`config.mk`:
```
export PLATFORM = sky130hd
export DESIGN_NAME = lbac_front
export DESIGN_NICKNAME = d
export VERILOG_FILES = /design/src/hdl/lbac_pkg.sv /design/src/hdl/lbac_front.sv
export SDC_FILE = /design/constraint.sdc
export NUM_CORES = 1
export LEC_CHECK = 0
export BUFFER_PORTS_ARGS = -buffer_cell sky130_fd_sc_hd__buf_2
export CORE_MARGIN = 2
export CORE_UTILIZATION = 60
export CTS_CLUSTER_SIZE = 40
export DETAILED_ROUTE_END_ITERATION = 7
export PLACE_DENSITY = 0.87
export SYNTH_ARGS = -nofsm -noshare
export SYNTH_HDL_FRONTEND = slang
export SYNTH_SLANG_ARGS = --single-unit
```
`constraint.sdc`:
```
create_clock -name clk -period 9.75 [get_ports clk]
set_input_delay 1.4625 -clock clk [delete_from_list [all_inputs] [get_ports clk]]
set_output_delay 1.4625 -clock clk [all_outputs]
set_load 0.02 [all_outputs]
```
`src/hdl/lbac_pkg.sv`:
```
// shared types, codes and constants for the layer blitter
package lbac_pkg;

	localparam int DEF_MAX_WIDTH  = 512;
	localparam int DEF_MAX_HEIGHT = 512;
	localparam int QUEUE_DEPTH    = 4;

	localparam int CH_W   = 8;
	localparam int SURF_W = 10;
	localparam int PIX_W  = 4 * CH_W;

	localparam logic [SURF_W-1:0] SURF_RESET   = 10'd512;
	localparam logic [CH_W-1:0]   ALPHA_OPAQUE = 8'd255;
	localparam logic [CH_W-1:0]   ALPHA_CLEAR  = 8'd0;
	localparam logic [15:0]       BLEND_ROUND  = 16'd127;

	typedef enum logic [1:0] {
		OP_BEGIN = 2'd0,
		OP_PIXEL = 2'd1,
		OP_READ  = 2'd2,
		OP_CLEAR = 2'd3
	} op_t;

	typedef enum logic {
		CFG_SURF_W = 1'b0,
		CFG_SURF_H = 1'b1
	} cfg_reg_t;

	typedef enum logic [1:0] {
		CMD_DRAW     = 2'd0,
		CMD_CLEAR    = 2'd1,
		CMD_READ     = 2'd2,
		CMD_READ_OOR = 2'd3
	} cmd_kind_t;

	typedef struct packed {
		cmd_kind_t       kind;
		logic [CH_W-1:0] r;
		logic [CH_W-1:0] g;
		logic [CH_W-1:0] b;
		logic [CH_W-1:0] a;
	} cmd_t;

endpackage

```
`src/hdl/lbac_front.sv`:
```
// front: layer state, raster counters, clipping and command classification
module lbac_front import lbac_pkg::*; #(
	parameter int MAX_WIDTH = DEF_MAX_WIDTH,
	parameter int MAX_HEIGHT = DEF_MAX_HEIGHT,
	localparam int XW = $clog2(MAX_WIDTH),
	localparam int YW = $clog2(MAX_HEIGHT)
) (
	input  logic                clk,
	input  logic                arst_n,
	input  logic                cfg_valid,
	input  logic                cfg_index,
	input  logic [SURF_W-1:0]   cfg_data,
	input  logic                in_valid,
	output logic                in_ready,
	input  logic [1:0]          op,
	input  logic signed [15:0]  pos_x,
	input  logic signed [15:0]  pos_y,
	input  logic signed [15:0]  off_x,
	input  logic signed [15:0]  off_y,
	input  logic [11:0]         layer_w,
	input  logic [11:0]         layer_h,
	input  logic                visible,
	input  logic [CH_W-1:0]     src_r,
	input  logic [CH_W-1:0]     src_g,
	input  logic [CH_W-1:0]     src_b,
	input  logic [CH_W-1:0]     src_a,
	input  logic                q_full,
	output logic                push,
	output cmd_t                push_cmd,
	output logic [XW-1:0]       push_x,
	output logic [YW-1:0]       push_y
);

	logic [SURF_W-1:0]   surf_w_q;
	logic [SURF_W-1:0]   surf_h_q;
	logic signed [17:0]  org_x_q;
	logic signed [17:0]  org_y_q;
	logic [11:0]         lay_w_q;
	logic [11:0]         lay_h_q;
	logic                shown_q;
	logic [11:0]         col_q;
	logic [12:0]         row_q;

	logic                accept;
	logic signed [18:0]  eff_w;
	logic signed [18:0]  eff_h;
	logic signed [18:0]  sel_x;
	logic signed [18:0]  sel_y;
	logic                on_surf;
	logic                in_layer;
	logic [11:0]         col_inc;

	assign in_ready = !q_full;
	assign accept   = in_valid && in_ready;

	always_comb begin
		eff_w = ({9'b0, surf_w_q} < 19'(MAX_WIDTH)) ? {9'b0, surf_w_q} : 19'(MAX_WIDTH);
		eff_h = ({9'b0, surf_h_q} < 19'(MAX_HEIGHT)) ? {9'b0, surf_h_q} : 19'(MAX_HEIGHT);

		// pixels land at origin plus raster position, other ops use pos directly
		if (op_t'(op) == OP_PIXEL) begin
			sel_x = 19'(org_x_q) + $signed({7'b0, col_q});
			sel_y = 19'(org_y_q) + $signed({6'b0, row_q});
		end else begin
			sel_x = 19'(pos_x);
			sel_y = 19'(pos_y);
		end

		on_surf  = !sel_x[18] && (sel_x < eff_w) && !sel_y[18] && (sel_y < eff_h);
		in_layer = (lay_w_q != '0) && ({1'b0, lay_h_q} > row_q);
		col_inc  = col_q + 12'd1;

		push_x = sel_x[XW-1:0];
		push_y = sel_y[YW-1:0];
		push_cmd.r = src_r;
		push_cmd.g = src_g;
		push_cmd.b = src_b;
		push_cmd.a = src_a;
		push_cmd.kind = CMD_DRAW;
		push = 1'b0;

		case (op_t'(op))
			OP_PIXEL: begin
				push_cmd.kind = CMD_DRAW;
				push = accept && in_layer && shown_q && on_surf && (src_a != ALPHA_CLEAR);
			end
			OP_READ: begin
				push_cmd.kind = on_surf ? CMD_READ : CMD_READ_OOR;
				push = accept;
			end
			OP_CLEAR: begin
				push_cmd.kind = CMD_CLEAR;
				push = accept && on_surf;
			end
			default: begin
				push = 1'b0;
			end
		endcase
	end

	always_ff @(posedge clk or negedge arst_n) begin
		if (!arst_n) begin
			surf_w_q <= SURF_RESET;
			surf_h_q <= SURF_RESET;
			org_x_q  <= '0;
			org_y_q  <= '0;
			lay_w_q  <= '0;
			lay_h_q  <= '0;
			shown_q  <= 1'b0;
			col_q    <= '0;
			row_q    <= '0;
		end else begin
			if (cfg_valid) begin
				case (cfg_reg_t'(cfg_index))
					CFG_SURF_W: surf_w_q <= cfg_data;
					CFG_SURF_H: surf_h_q <= cfg_data;
					default: begin
						surf_w_q <= surf_w_q;
					end
				endcase
			end
			if (accept && op_t'(op) == OP_BEGIN) begin
				org_x_q <= 18'(pos_x) + 18'(off_x);
				org_y_q <= 18'(pos_y) + 18'(off_y);
				lay_w_q <= layer_w;
				lay_h_q <= layer_h;
				shown_q <= visible;
				col_q   <= '0;
				row_q   <= '0;
			end else if (accept && op_t'(op) == OP_PIXEL && in_layer) begin
				// counters advance even for hidden or clipped pixels
				if (col_inc >= lay_w_q) begin
					col_q <= '0;
					row_q <= row_q + 13'd1;
				end else begin
					col_q <= col_inc;
				end
			end
		end
	end

endmodule

```
==> implementation parameters <==
Parameter                              Value

Floorplanning
  Die height    122.5 um
  Area of the placeable core    around 0.014 mm2
  Number of standard-cell rows in the floorplan    between 40 and 50
  Die outline width    ~120 um
  Count of boundary I/O pins    between 150 and 200
  Initial core utilization    0.6096
  DIE AREA    around 0.015 mm2

STA
  Max-slew violation total from the final report    0
  Setup-failing EPs final    0
  Worst Tran Pin Value    just over 1 ns
  Setup repair after global routing missed its margin    no
  Worst clock skew    approximately 0.009 ns
  Min cycle time layout    around 5.7 ns
  Post-route fraction of the period consumed by the critical path    0.5873
  Count of endpoints failing hold in the final timing report    0
  Slew margin rel.    0.3083
  Setup TNS    0 ns
  Maximum clock frequency    0.1746 GHz

Yosys
  Synthesized net count    roughly 1200
  Count of flip-flops with a built-in enable after synthesis    0
  Warnings from Yosys    0
  Portion of the post-synthesis area used by sequential elements    0.3090
  Post-Syn Instances    970
  Area of the mapped netlist    0.008429 mm2
  Mean instance size in the synthesized netlist    approximately 8.7 um2
  Total of flip-flops plus latches after synthesis    approximately 100
  Main flop type after synthesis    sky130_fd_sc_hd__dfrtp_1
  Asr flop ratio synth    1.000
  Number of unique standard cell types used by synthesis    75

Min path
  Worst min path class    reg -> reg
  Instance count along the most critical hold path    2

CTS
  Insertion delay of the later-clocked pin in the worst-skew pair    approximately 0.36 ns
  Hold_buf cts    0
  Clock-pin slew reported for the worst setup and hold paths after clock tree synthesis    about 0.08 ns
  Post-CTS Resized    0
  Cell chosen for the clock root    sky130_fd_sc_hd__clkbuf_16
  Clock tree from TritonCTS    built
  H-tree depth    3
  Total clock buffers created by CTS    9
  Number of buffers on the longest clock path    2
  Count of buffers added by post-CTS timing repair for setup    0
  Count of clock tree sinks    around 100

Global route
  Wire length of the first global-routing pass    between 30000 and 40000 um
  Global-route congestion overflow total    0
  Global Route Usage Sum    0.2811
  Number of global-route vias before repair    a little over 7000
  Maximum number of pins on one net before global-route repair    70
  Number of antenna violations at the first check in global routing    0

Setup path
  Class of the most critical setup path    in -> out
  Crit path top cell by count    sky130_fd_sc_hd__buf_2
  Reg-to-reg setup timing slack    between 6 and 7 ns
  Arrival time of data at the critical path endpoint    around 4.3 ns
  Largest fanout on the critical path    39
  Worst Setup End Kind    primary output
  R2R cell count    10
  Worst setup SP type    input pin
  CP max stage delay    ~0.41 ns
  Worst path required time    ~8.3 ns
  Highest-delay cell along the critical path    sky130_fd_sc_hd__nand2b_4
  Ordered list of cells on the worst path    buf_2 -> nand2b_4 -> o21ai_0 -> ha_1 -> a211o_1 -> nor3_1 -> a21oi_1 -> o41ai_2 -> maj3_1 -> nand4b_1 -> nand4_1 -> a21o_1 -> a22oi_1 -> buf_2

Routing
  Count of nets left with antenna violations after detail routing    0
  Met3 Routed Length    1274 um
  Router iterations before antenna repair    5
  Routed metal-1 wire length    9076 um
  Wire length per cell    approximately 16 um
  Ratio of routed vias to standard cells    between 5 and 6
  Top Layer Used    met4
  Length of routed met2 wiring    ~9500 um
  Number of remaining DRC errors    0
  Via total after detailed routing    roughly 7300
  Number of violations reported at the end of detailed-routing iteration 0    ~530
  Total length of routed wires    between 20000 and 25000 um

Finish
  Final instance area    roughly 0.0094 mm2
  Number of nets in the final layout    approximately 1300
  Area growth, synth to finish    11.13%
  Inserted Diodes    0
  Fraction of layout instances using a drive strength above 1    0.2007

Power and ir drop
  Power per Cell Area    between 150 and 200 mW/mm2
  Internal Dissipation    ~970 uW
  Relative contribution of sequential cells to total power    0.381
  Worst IR drop on VDD    approximately 0.14 mV
  Fraction of power spent switching nets    0.3727
  Pleak    0.004640 uW
  Clock share of power    0.238
  Net switching component of the power    between 500 and 600 uW
  Comb pwr share    0.381

Place
  Weighted congestion reported at the end of routability-driven placement    about 0.89
  # port buffers    144
  Placed Instance Area    a little over 0.009 mm2
  Post-detail-place hpwl    approximately 16000 um

Run status
  Status    complete, no violations

Run
  Maximum Capacitance Violations    0
cells in the mapped netlist (3+ instances only):
| library cell | count | area share |
|---|---|---|
| sky130_fd_sc_hd__a21o_1 | 25 | 0.022 |
| sky130_fd_sc_hd__and2_1 | 4 | 0.0030 |
| sky130_fd_sc_hd__o21a_1 | 11 | 0.0098 |
| sky130_fd_sc_hd__nand4b_1 | 3 | 0.0031 |
| sky130_fd_sc_hd__nor4_1 | 14 | 0.010 |
| sky130_fd_sc_hd__nor3_1 | 19 | 0.011 |
| sky130_fd_sc_hd__dfrtp_1 | 102 | 0.30 |
| sky130_fd_sc_hd__o21ai_1 | 4 | 0.0024 |
| sky130_fd_sc_hd__nor2_1 | 47 | 0.021 |
| sky130_fd_sc_hd__a31oi_1 | 9 | 0.0067 |
| sky130_fd_sc_hd__xor2_1 | 27 | 0.028 |
| sky130_fd_sc_hd__buf_2 | 4 | 0.0024 |
| sky130_fd_sc_hd__a41oi_1 | 4 | 0.0042 |
| sky130_fd_sc_hd__a21oi_1 | 35 | 0.021 |
| sky130_fd_sc_hd__mux2_2 | 21 | 0.028 |
| sky130_fd_sc_hd__o211ai_1 | 8 | 0.0071 |
| sky130_fd_sc_hd__a211oi_1 | 7 | 0.0062 |
| sky130_fd_sc_hd__fa_1 | 4 | 0.0095 |
| sky130_fd_sc_hd__o31ai_1 | 7 | 0.0062 |
| sky130_fd_sc_hd__clkbuf_1 | 19 | 0.0085 |
| sky130_fd_sc_hd__nand3_1 | 20 | 0.012 |
| sky130_fd_sc_hd__nand3b_1 | 4 | 0.0036 |
| sky130_fd_sc_hd__nand4_1 | 8 | 0.0059 |
| sky130_fd_sc_hd__a22o_1 | 9 | 0.0094 |
| sky130_fd_sc_hd__o31a_1 | 5 | 0.0052 |
| sky130_fd_sc_hd__nor2b_1 | 10 | 0.0074 |
| sky130_fd_sc_hd__nand2b_1 | 12 | 0.0089 |
| sky130_fd_sc_hd__a211o_1 | 7 | 0.0073 |
| sky130_fd_sc_hd__or3_1 | 4 | 0.0030 |
| sky130_fd_sc_hd__o21ai_0 | 83 | 0.049 |
| sky130_fd_sc_hd__and3_1 | 5 | 0.0037 |
| sky130_fd_sc_hd__inv_1 | 46 | 0.020 |
| sky130_fd_sc_hd__buf_4 | 32 | 0.028 |
| sky130_fd_sc_hd__nand2_1 | 150 | 0.067 |
| sky130_fd_sc_hd__or2_2 | 12 | 0.0089 |
| sky130_fd_sc_hd__xnor2_1 | 35 | 0.036 |
| sky130_fd_sc_hd__ha_1 | 100 | 0.15 |
power by group through the flow:
stage	Sequential, uW	Clock, uW	Combinational, uW
2_1_floorplan	568	0	445
3_3_place_gp	591	0	558
3_5_place_dp	594	0	579
4_1_cts	587	375	584
5_1_grt	600	390	661
6_report	588	367	588
worst max-delay path, delay by kind of cell:
family / cells / cell delay (ns)
fa+ha+maj: 2 / 0.53
buf+inv: 2 / 0.36
simple gates: 4 / 0.82
compound gates: 6 / 1.07
layout by cell type, fill, tap and decap left out, types with 5 or more instances in the layout:
master / Yosys / layout
sky130_fd_sc_hd__clkbuf_16: 0 / 9
sky130_fd_sc_hd__nor4_1: 14 / 14
sky130_fd_sc_hd__xnor2_1: 35 / 35
sky130_fd_sc_hd__nand2_1: 150 / 150
sky130_fd_sc_hd__buf_2: 4 / 143
sky130_fd_sc_hd__a31oi_1: 9 / 9
sky130_fd_sc_hd__dfrtp_1: 102 / 102
sky130_fd_sc_hd__nor2b_1: 10 / 10
sky130_fd_sc_hd__a21o_1: 25 / 25
sky130_fd_sc_hd__nor3_1: 19 / 18
sky130_fd_sc_hd__a211o_1: 7 / 7
sky130_fd_sc_hd__inv_1: 46 / 46
sky130_fd_sc_hd__ha_1: 100 / 100
sky130_fd_sc_hd__xor2_1: 27 / 27
sky130_fd_sc_hd__o21a_1: 11 / 11
sky130_fd_sc_hd__or2_2: 12 / 12
sky130_fd_sc_hd__mux2_2: 21 / 21
sky130_fd_sc_hd__nand3_1: 20 / 20
sky130_fd_sc_hd__o211ai_1: 8 / 8
sky130_fd_sc_hd__o31ai_1: 7 / 7
sky130_fd_sc_hd__a21oi_1: 35 / 35
sky130_fd_sc_hd__and3_1: 5 / 5
sky130_fd_sc_hd__a211oi_1: 7 / 7
sky130_fd_sc_hd__nand4_1: 8 / 8
sky130_fd_sc_hd__o31a_1: 5 / 5
sky130_fd_sc_hd__nand2b_1: 12 / 12
sky130_fd_sc_hd__a22o_1: 9 / 9
sky130_fd_sc_hd__nor2_1: 47 / 47
sky130_fd_sc_hd__o21ai_0: 83 / 83
sky130_fd_sc_hd__buf_4: 32 / 5
per-layer routing:
metal | track usage | vias to the layer above
met1 | 0.3783 | 3418
met2 | 0.4587 | 204
li1 | - | 3635
met4 | 0.07112 | 0
met3 | 0.06506 | 23
met5 | 0 | -
per-stage QoR:
| stage | instances | setup WS, ns | power (uW) | utilization | hold slack, ns |
|---|---|---|---|---|---|
| floorplan | 970 | 3.710 | 1013 | - | 0.4393 |
| global route | 1256 | 3.788 | 1651 | 0.6775 | 0.5022 |
| finish | 1256 | 4.024 | 1543 | 0.6775 | 0.4802 |
| CTS | 1256 | 4.025 | 1546 | 0.6775 | 0.4825 |
| global placement | 1240 | 4.129 | 1149 | 0.6559 | 0.4638 |
| detailed placement | 1240 | 4.026 | 1172 | 0.6559 | 0.4592 |
cell type report:
class	count	area (um2)
clock inverters	5	46.29
multi-input cells	760	5305
inverters	48	180.2
well taps	180	225.2
flip-flops and latches	104	2605
repair buffers	148	753.2
clock buffers	11	252.7
fillers	1155	4459
logic make-up (layout without fill, tap and decap cells):
kind of cell / after synthesis / count (layout) / share of synthesized area
simple gates: 325 / 325 / 0.1815
compound gates: 244 / 244 / 0.1906
buf+inv: 106 / 212 / 0.06234
fa+ha+maj: 105 / 105 / 0.1591
flops: 104 / 104 / 0.3090
xor+xnor: 63 / 63 / 0.06635
mux: 23 / 23 / 0.03102
worst paths after layout:
kind,start,to
max in group asynchronous,arst_n,surf_h_q[5]$_DFFE_PN0P_
worst max-delay path,op[1],push
worst max register to register,col_q[1]$_DFFE_PN0P_,col_q[6]$_DFFE_PN0P_
worst min-delay path,shown_q$_DFFE_PN0P_,shown_q$_DFFE_PN0P_
min in group asynchronous,arst_n,lay_h_q[5]$_DFFE_PN0P_
worst min register to register,shown_q$_DFFE_PN0P_,shown_q$_DFFE_PN0P_
registers in the layout (all words and copies together) (netlist names):
signal / count
surf_h_q: 10
shown_q: 1
org_y_q: 17
lay_h_q: 12
org_x_q: 17
row_q: 13
surf_w_q: 10
lay_w_q: 12
col_q: 12
(Power assumes the default switching activity.)
