### src/hdl/lbac_fifo.sv
// short command queue between front and back
module lbac_fifo #(
	parameter int WIDTH = 8,
	parameter int DEPTH = 4,
	localparam int PW = $clog2(DEPTH),
	localparam int CW = $clog2(DEPTH + 1)
) (
	input  logic             clk,
	input  logic             arst_n,
	input  logic             push,
	input  logic [WIDTH-1:0] din,
	input  logic             pop,
	output logic [WIDTH-1:0] dout,
	output logic             full,
	output logic             empty
);

	logic [WIDTH-1:0] entry_q [DEPTH];
	logic [PW-1:0]    wr_ptr_q;
	logic [PW-1:0]    rd_ptr_q;
	logic [CW-1:0]    count_q;

	assign dout  = entry_q[rd_ptr_q];
	assign full  = (count_q == CW'(DEPTH));
	assign empty = (count_q == '0);

	always_ff @(posedge clk or negedge arst_n) begin
		if (!arst_n) begin
			wr_ptr_q <= '0;
			rd_ptr_q <= '0;
			count_q  <= '0;
		end else begin
			if (push) begin
				wr_ptr_q <= (wr_ptr_q == PW'(DEPTH - 1)) ? '0 : wr_ptr_q + 1'b1;
			end
			if (pop) begin
				rd_ptr_q <= (rd_ptr_q == PW'(DEPTH - 1)) ? '0 : rd_ptr_q + 1'b1;
			end
			if (push && !pop) begin
				count_q <= count_q + 1'b1;
			end else if (pop && !push) begin
				count_q <= count_q - 1'b1;
			end
		end
	end

	always_ff @(posedge clk) begin
		if (push) begin
			entry_q[wr_ptr_q] <= din;
		end
	end

endmodule

### config.mk
export PLATFORM = sky130hd
export DESIGN_NAME = lbac_fifo
export DESIGN_NICKNAME = d
export VERILOG_FILES = /design/src/hdl/lbac_fifo.sv
export SDC_FILE = /design/constraint.sdc
export NUM_CORES = 1
export LEC_CHECK = 0
export ABC_CLOCK_PERIOD_IN_PS = 1650
export BUFFER_PORTS_ARGS = -buffer_cell sky130_fd_sc_hd__buf_2
export CORE_MARGIN = 4
export CORE_UTILIZATION = 40
export CTS_CLUSTER_DIAMETER = 50
export DETAILED_ROUTE_END_ITERATION = 12
export HOLD_SLACK_MARGIN = 0.06
export PLACE_DENSITY = 0.57
export SLEW_MARGIN = 0
export SYNTH_ARGS = -nofsm -noshare
export SYNTH_HDL_FRONTEND = slang
export SYNTH_SLANG_ARGS = --single-unit
### constraint.sdc
create_clock -name clk -period 1.65 [get_ports clk]
set_input_delay 0.33 -clock clk [delete_from_list [all_inputs] [get_ports clk]]
set_output_delay 0.33 -clock clk [all_outputs]
set_load 0.03 [all_outputs]
==> impl_metrics.csv, run 1 <==
group,metric,value,unit
logic_synthesis,post_synth_inst_count,79,
floorplan,height_of_the_die,70.61,um
critical_path,cp.arrival,1530,ps
worst_hold_path,worst_hold_path_type,"in -> reg",
sta,clock.fmax,537.7,MHz
cts,clock_insertion_delay_worst_skew,290,ps
power_and_ir_drop,power_report.internal_total,0.002390,W
cts,cts.root.buffer_cell,"sky130_fd_sc_hd__clkbuf_8",
logic_synthesis,post_synth_xor_area_fraction,1.676,%
sta,finalWorstSetupSlack,-209.9,ps
global_route,grt.met2_usage,17.98,%
sta,timing_hold_violations_final,0,
power_and_ir_drop,peakVddDrop,787.1,uV
detailed_routing,detail_route.first_pass.iterations,4,
critical_path,crit_path_end_kind,"output port",
finish,fillCellCount,338,
sta,post-route-period-util,112.7,%
sta,finClkSkew,3.835,ps
logic_synthesis,netlist_area,0.001568,sq mm
logic_synthesis,synth.top_cells.by_count,"sky130_fd_sc_hd__edfxtp_1 (32), sky130_fd_sc_hd__mux4_2 (8), sky130_fd_sc_hd__dfrtp_1 (7), sky130_fd_sc_hd__ha_1 (6)",
logic_synthesis,yosysSeqAreaShare,72.47,%
power_and_ir_drop,design_power_total,0.003511,W
global_route,groute.usage.overall,11.50,%
critical_path,crit_fanout,3,
floorplan,boundaryPins,22,
sta,setup_viol,8,
finish,antenna-diode-count,0,
detailed_routing,drt-initial-drc-count,43,
floorplan,floorplan.core_area,0.003716,sq mm
logic_synthesis,synthesized_area_fraction_occupied_by_ao_oa_aoi_and_oai_cells,1.197,%
cts,clk_pin_slew,80,ps
placement,dp_cells,154,
power_and_ir_drop,netsw,0.001121,W
status,violations,"setup timing",
floorplan,die-area,0.004985,sq mm
power_and_ir_drop,power.combinational.fraction,36.7,%
floorplan,die_x,70.61,um
logic_synthesis,synth-simple-area-share,3.671,%
detailed_routing,drt_drc_violations_left,0,
sta,post_layout_minimum_cycle_time,1860,ps
critical_path,worst_setup_path_start_kind,"flop",
logic_synthesis,yosys_register_bits,39,
cts,clock_tree.htree_level_count,2,
floorplan,std_cell_rows,22,
logic_synthesis,ys_warn_count,0,
power_and_ir_drop,power.density_cell_area,1782,mW/mm^2
global_route,gr-usage-met3,4.545,%
global_route,grt_pass1_vias,841,
logic_synthesis,yosys.cell_count.top_type,"sky130_fd_sc_hd__edfxtp_1",
global_route,grt.met1_usage,13.97,%
critical_path,worst-setup-path-type,"reg -> out",
power_and_ir_drop,cellLeakagePower,0.7609,nW
status,outcome,"finished with violations",
logic_synthesis,combinational_family_with_the_most_area_after_synthesis,"multiplexers",
finish,flow.area_growth_from_synthesis,25.70,%
logic_synthesis,yosys-mux-area-fraction,12.93,%
sta,unrepaired_setup_endpoints_after_global_routing,"yes",
cts,cts_tree,"built",
placement,placement.io_buffers,21,
finish,seqCellArea,0.001137,sq mm
logic_synthesis,syn-mean-instance-area,19.84,sq um
logic_synthesis,netlist.top_cell.by_area,"sky130_fd_sc_hd__edfxtp_1",
detailed_routing,drt_wl_total,2456,um
critical_path,cp_data_required_time,1320,ps
logic_synthesis,synth_fp_nets,98,
cts,cts_max_path_bufs,2,
logic_synthesis,synth-main-ff-cell,"sky130_fd_sc_hd__edfxtp_1",
sta,slew_headroom,82.82,%
placement,detailedPlace.worstSlack,25.76,ps
detailed_routing,dr_total_vias,779,
finish,final_cell_count_no_fill,164,
placement,place.gp.congestion,0.7819,
cts,cts_made_buffers,5,
power_and_ir_drop,share_clk_of_total_power,22.0,%
power_and_ir_drop,share_seq_of_total_power,41.3,%
power_and_ir_drop,switching_share,31.92,%
logic_synthesis,synth_edf_count,32,
logic_synthesis,netlist_top_cells_area,"sky130_fd_sc_hd__edfxtp_1 (61%), sky130_fd_sc_hd__mux4_2 (11%), sky130_fd_sc_hd__dfrtp_1 (11%)",
floorplan,floorplan.initialDensity,42.19,%
detailed_routing,avgRoutedWirePerCell,14.98,um
finish,post_route_cells_drive_above_1_share,43.10,%
detailed_routing,route.antenna.remaining_nets,0,
logic_synthesis,synthDominantCellAreaShare,61.29,%
logic_synthesis,synth.lib_cells_used.distinct,18,
logic_synthesis,synthArstFlopShare,17.95,%
global_route,top_usage_layer,"met2",
logic_synthesis,synthAdderAreaFrac,6.065,%
finish,multi_input_area,400.4,sq um
finish,nNetsFinal,134,
sta,final_number_of_max_transition_violations,0,
run,max_cap_viol_count,0,
cts,clkSinkCount,39,
global_route,grt_pass1_wl,4181,um
global_route,grt_max_degree,14,
global_route,antenna_found_initial,0,
sta,hold_slack,253.2,ps
detailed_routing,route.detailed.vias_per_inst,4.750,
global_route,global_route.overflow_total,0,
sta,tightestPinTransition,257.7,ps
## cells by family (layout without fill, tap and decap cells)
| logic type | count (synthesis) | count (layout) |
|---|---|---|
| adders and majority gates | 7 | 7 |
| DFF | 39 | 39 |
| muxes | 10 | 10 |
| buffers and inverters | 6 | 43 |
| xor gates and xnor gates | 3 | 3 |
| AOI/OAI and AO/OA | 3 | 3 |
| and+or+nand+nor | 11 | 11 |
## per-layer routing
| layer | part of all wire, % | up-vias |
|---|---|---|
| li1 | - | 371 |
| met1 | 44 | 383 |
| met2 | 48 | 18 |
| met3 | 5.5 | 7 |
| met4 | 1.9 | 0 |
| met5 | 0 | - |
## sequential cells by signal, indices dropped and copies added, names as in the netlist
name / flops
count_q: 3
entry_q: 32
rd_ptr_q: 2
wr_ptr_q: 2
## metrics by stage
| stage | TNS [ps] | area (sq um) | util (%) |
|---|---|---|---|
| after CTS | -1687 | 1971 | 53.03 |
| after detailed placement | 0 | 1789 | 48.15 |
| final | -1453 | 1971 | 53.03 |
| after global placement | 0 | 1789 | 48.15 |
| after floorplan | 0 | 1568 | - |
| after global routing | -2053 | 1971 | 53.03 |
## critical path: stages (launching register included)
cell and delay [ps]:
sky130_fd_sc_hd__dfrtp_1 410, sky130_fd_sc_hd__buf_4 150, sky130_fd_sc_hd__mux4_2 500, sky130_fd_sc_hd__buf_4 180
## worst paths after layout
kind / from / to / slack [ps] / cells past startpoint
min in group asynchronous: arst_n / wr_ptr_q[0] / 400 / 2
hold reg to reg: count_q[2] / count_q[2] / 490 / 1
setup reg to reg: count_q[0] / count_q[2] / 300 / 4
setup / recovery: rd_ptr_q[0] / dout[7] / -210 / 3
hold / removal: din[5] / entry_q[0][5] / 250 / 1
max in group asynchronous: arst_n / rd_ptr_q[1] / 1070 / 2
## layout by cell type (no fill, tap or decap)
| cell type | netlist | final |
|---|---|---|
| sky130_fd_sc_hd__clkbuf_8 | 0 | 5 |
| sky130_fd_sc_hd__nand2_1 | 2 | 2 |
| sky130_fd_sc_hd__buf_12 | 0 | 1 |
| sky130_fd_sc_hd__nor3b_1 | 1 | 1 |
| sky130_fd_sc_hd__xnor2_1 | 1 | 1 |
| sky130_fd_sc_hd__inv_1 | 4 | 4 |
| sky130_fd_sc_hd__clkinv_2 | 0 | 1 |
| sky130_fd_sc_hd__nor3_1 | 2 | 2 |
| sky130_fd_sc_hd__buf_2 | 1 | 13 |
| sky130_fd_sc_hd__ha_1 | 6 | 6 |
| sky130_fd_sc_hd__buf_6 | 1 | 8 |
| sky130_fd_sc_hd__nor2_1 | 2 | 2 |
| sky130_fd_sc_hd__mux4_2 | 8 | 8 |
| sky130_fd_sc_hd__dfrtp_2 | 0 | 1 |
| sky130_fd_sc_hd__o21ai_0 | 2 | 2 |
| sky130_fd_sc_hd__and2_1 | 4 | 4 |
| sky130_fd_sc_hd__buf_4 | 0 | 8 |
| sky130_fd_sc_hd__a21o_2 | 1 | 1 |
| sky130_fd_sc_hd__bufinv_16 | 0 | 1 |
| sky130_fd_sc_hd__mux2_2 | 2 | 2 |
| sky130_fd_sc_hd__xor2_1 | 2 | 2 |
| sky130_fd_sc_hd__clkinv_4 | 0 | 1 |
| sky130_fd_sc_hd__edfxtp_1 | 32 | 32 |
| sky130_fd_sc_hd__dlygate4sd3_1 | 0 | 1 |
| sky130_fd_sc_hd__dfrtp_1 | 7 | 6 |
| sky130_fd_sc_hd__fa_1 | 1 | 1 |
## area by class of cell
cell class | count | share of cell area [%]
tap | 48 | 3.048
timing repair buffer | 31 | 12.44
sequential | 39 | 57.71
clock inverter | 3 | 2.222
inverter | 4 | 0.7619
clock buffer | 5 | 3.492
multi-input combinational | 34 | 20.32
## power by group through the flow
stage | Combinational, W | Sequential [W] | Clock (W)
floorplan | 0.000859 | 0.00139 | 0
CTS | 0.00131 | 0.00146 | 0.000801
global route | 0.00140 | 0.00148 | 0.000852
global placement | 0.00113 | 0.00146 | 0
finish | 0.00129 | 0.00145 | 0.000774
detailed placement | 0.00114 | 0.00147 | 0
## what timing repair did
action                                 4_1_cts  5_1_grt
setup endpoints to repair                    8        8
endpoints found under the hold margin        7        0
setup buffers                                1        0
gates resized for setup                     17        0
hold buffers                                 1        0
(Power assumes the default switching activity.)
==> run 2, diff against run 1 <==
--- a/config.mk
+++ b/config.mk
@@ -7,6 +7,7 @@
 export LEC_CHECK = 0
 export ABC_CLOCK_PERIOD_IN_PS = 1650
 export BUFFER_PORTS_ARGS = -buffer_cell sky130_fd_sc_hd__buf_2
+export CORE_ASPECT_RATIO = 1.75
 export CORE_MARGIN = 4
 export CORE_UTILIZATION = 40
 export CTS_CLUSTER_DIAMETER = 50
==> run 2 against run 1 <==
Net effect: the run still ends with setup timing left; register-to-register slack lost 60 ps; routed wire length is 0.49% higher; cell count decreased by 4.3%; combinational power is essentially flat; sequential power is essentially flat; total power shrank 5.9%; global-route usage decreased by 0.43 points; sequential share of layout area up 2.2 points; first-iteration DRC count is 84% lower; critical path type unchanged; critical endpoint is now dout[1].
==> impl_metrics.csv, run 2 (synthesis gave the netlist of run 1 again) <==
group,metric,value,unit
sta,finClkSkew,5.014,ps
floorplan,std_cell_rows,29,
critical_path,worstReg2RegEnd,"entry_q[2][7]",
critical_path,worstSetupStartpoint,"rd_ptr_q[0]",
critical_path,reg2reg_slack,240,ps
finish,post_route_cells_drive_above_1_share,40.54,%
cts,clock_insertion_delay_worst_skew,280,ps
worst_hold_path,hold_path.startpoint,"din[0]",
detailed_routing,route.antenna.remaining_nets,0,
detailed_routing,drt_wl_total,2468,um
sta,fin_tns_setup,-1267,ps
placement,placement.io_buffers,21,
detailed_routing,dr_total_vias,772,
cts,clkSinkCount,39,
worst_hold_path,worst_hold_path_type,"in -> reg",
global_route,antenna_found_initial,0,
sta,slew_headroom,70.32,%
floorplan,boundaryPins,22,
critical_path,slowest_stage,"sky130_fd_sc_hd__mux4_2",
global_route,grt_pass1_wl,4146,um
critical_path,cp_data_required_time,1320,ps
floorplan,floorplan.initialDensity,42.36,%
status,violations,"setup timing",
global_route,global_route.overflow_total,0,
cts,cts.root.buffer_cell,"sky130_fd_sc_hd__clkbuf_8",
power_and_ir_drop,power.density_cell_area,1741,mW/mm^2
critical_path,worst-setup-path-type,"reg -> out",
power_and_ir_drop,design_power_total,0.003305,W
sta,final_number_of_max_transition_violations,0,
finish,largest_registers,"entry_q: 32 flops, count_q: 3 flops",
sta,timing_hold_violations_final,0,
sta,tightestPinTransition,445.1,ps
global_route,grt.met1_usage,10.77,%
finish,fillCellCount,345,
critical_path,path_common_cell,"sky130_fd_sc_hd__buf_4",
power_and_ir_drop,peakVddDrop,1230,uV
critical_path,r2r.worst_path.cells,3,
sta,unrepaired_setup_endpoints_after_global_routing,"yes",
critical_path,cp-endpoint,"dout[1]",
global_route,grt_pass1_vias,872,
status,outcome,"finished with violations",
cts,clock_tree.htree_level_count,2,
global_route,grt.met2_usage,19.96,%
global_route,grt_max_degree,13,
finish,nNetsFinal,129,
global_route,top_usage_layer,"met2",
floorplan,die_x,55.33,um
sta,setup_viol,8,
power_and_ir_drop,cellLeakagePower,0.7247,nW
sta,finalWorstSetupSlack,-177.8,ps
cts,cts_tree,"built",
placement,total_placed_instance_area,0.001757,sq mm
finish,largest_register_ff_count,32,
critical_path,critical_path.reg2reg.startpoint,"wr_ptr_q[0]",
placement,place.gp.congestion,0.6027,
sta,post-route-period-util,110.8,%
critical_path,crit_path_end_kind,"output port",
cts,cts_max_path_bufs,2,
critical_path,worst_setup_path_start_kind,"flop",
floorplan,floorplan.core_area,0.003701,sq mm
detailed_routing,detail_route.first_pass.iterations,3,
detailed_routing,drt_drc_violations_left,0,
global_route,groute.usage.overall,11.06,%
finish,max_flop_register,"entry_q",
detailed_routing,avgRoutedWirePerCell,15.72,um
detailed_routing,route.detailed.vias_per_inst,4.917,
cts,post-cts-setup-buffer-count,0,
critical_path,worstPathCellList,"buf_4, mux4_2, buf_4",
critical_path,critical-path-max-stage-delay,490,ps
detailed_routing,drt-initial-drc-count,7,
cts,clk_pin_slew,70,ps
finish,most-common-layout-cells,"sky130_fd_sc_hd__edfxtp_1 (32), sky130_fd_sc_hd__buf_2 (13), sky130_fd_sc_hd__mux4_2 (8)",
floorplan,die-area,0.005024,sq mm
global_route,gr-usage-met3,4.006,%
finish,flow.area_growth_from_synthesis,21.07,%
floorplan,height_of_the_die,90.82,um
critical_path,cp.arrival,1500,ps
finish,layout.cells.most_common,"sky130_fd_sc_hd__edfxtp_1",
run,max_cap_viol_count,0,
critical_path,crit_fanout,4,
sta,clock.fmax,547.1,MHz
finish,antenna-diode-count,0,
sta,hold_slack,261.5,ps
cts,cts_made_buffers,5,
finish,post-route-cell-area,0.001898,sq mm
sta,post_layout_minimum_cycle_time,1828,ps
-- run 2: cell types whose count changed in the layout (fill, tap and decap cells not counted) --
cell | before | now
sky130_fd_sc_hd__bufinv_16 | 1 | 0
sky130_fd_sc_hd__clkinv_2 | 1 | 3
sky130_fd_sc_hd__buf_6 | 8 | 7
sky130_fd_sc_hd__clkinv_4 | 1 | 0
sky130_fd_sc_hd__buf_4 | 8 | 4
-- run 2: where the power goes --
| part | internal (W) | switching, W |
|---|---|---|
| sequential | 0.00130 | 0.000151 |
| combinational | 0.000616 | 0.000642 |
| clock | 0.000289 | 0.000310 |
-- run 2: per-stage QoR --
stage,setup slack (ps),cells,utilization [%]
2_1_floorplan,159.8,79,-
3_3_place_gp,72.97,148,47.46
3_5_place_dp,-31.60,148,47.46
4_1_cts,-196.4,157,51.25
5_1_grt,-215.8,157,51.28
6_report,-177.8,157,51.28
-- run 2: how the worst min path moves through the flow --
stage / endpoint / slack (ps) / cells after the start
global route: entry_q[1][0] / 250 / 1
floorplan: count_q[0] / 30 / 0
finish: entry_q[1][0] / 260 / 1
CTS: entry_q[1][0] / 250 / 1
global placement: count_q[0] / 170 / 1
detailed placement: rd_ptr_q[0] / 170 / 1
-- run 2: layout make-up --
class                   count  area [sq um]  share of cell area (%)
repair buffers             26         203.9                   10.74
clock buffers               5         68.82                   3.626
inverters                   4         15.01                  0.7910
well taps                  46         57.56                   3.032
flip-flops and latches     39          1137                   59.92
clock inverters             3         15.01                  0.7910
multi-input cells          34         400.4                   21.09
-- run 2: routing by layer --
| metal | up-vias | wire (um) |
|---|---|---|
| met5 | - | 0 |
| met4 | 0 | 62 |
| met3 | 6 | 117 |
| met2 | 19 | 1402 |
| met1 | 381 | 886 |
| li1 | 366 | - |
-- run 2: timing repair --
action / in CTS / in global routing
pin swaps: 0 / 0
hold buffers: 1 / 0
gates resized for setup: 15 / 1
setup endpoints to repair: 8 / 8
hold endpoints to repair: 7 / 0
-- run 2: critical path, delay by kind of cell, from the launching register on --
family / cells / cell delay (ps)
multiplexers: 1 / 490
flip-flops: 1 / 390
buffers and inverters: 2 / 340
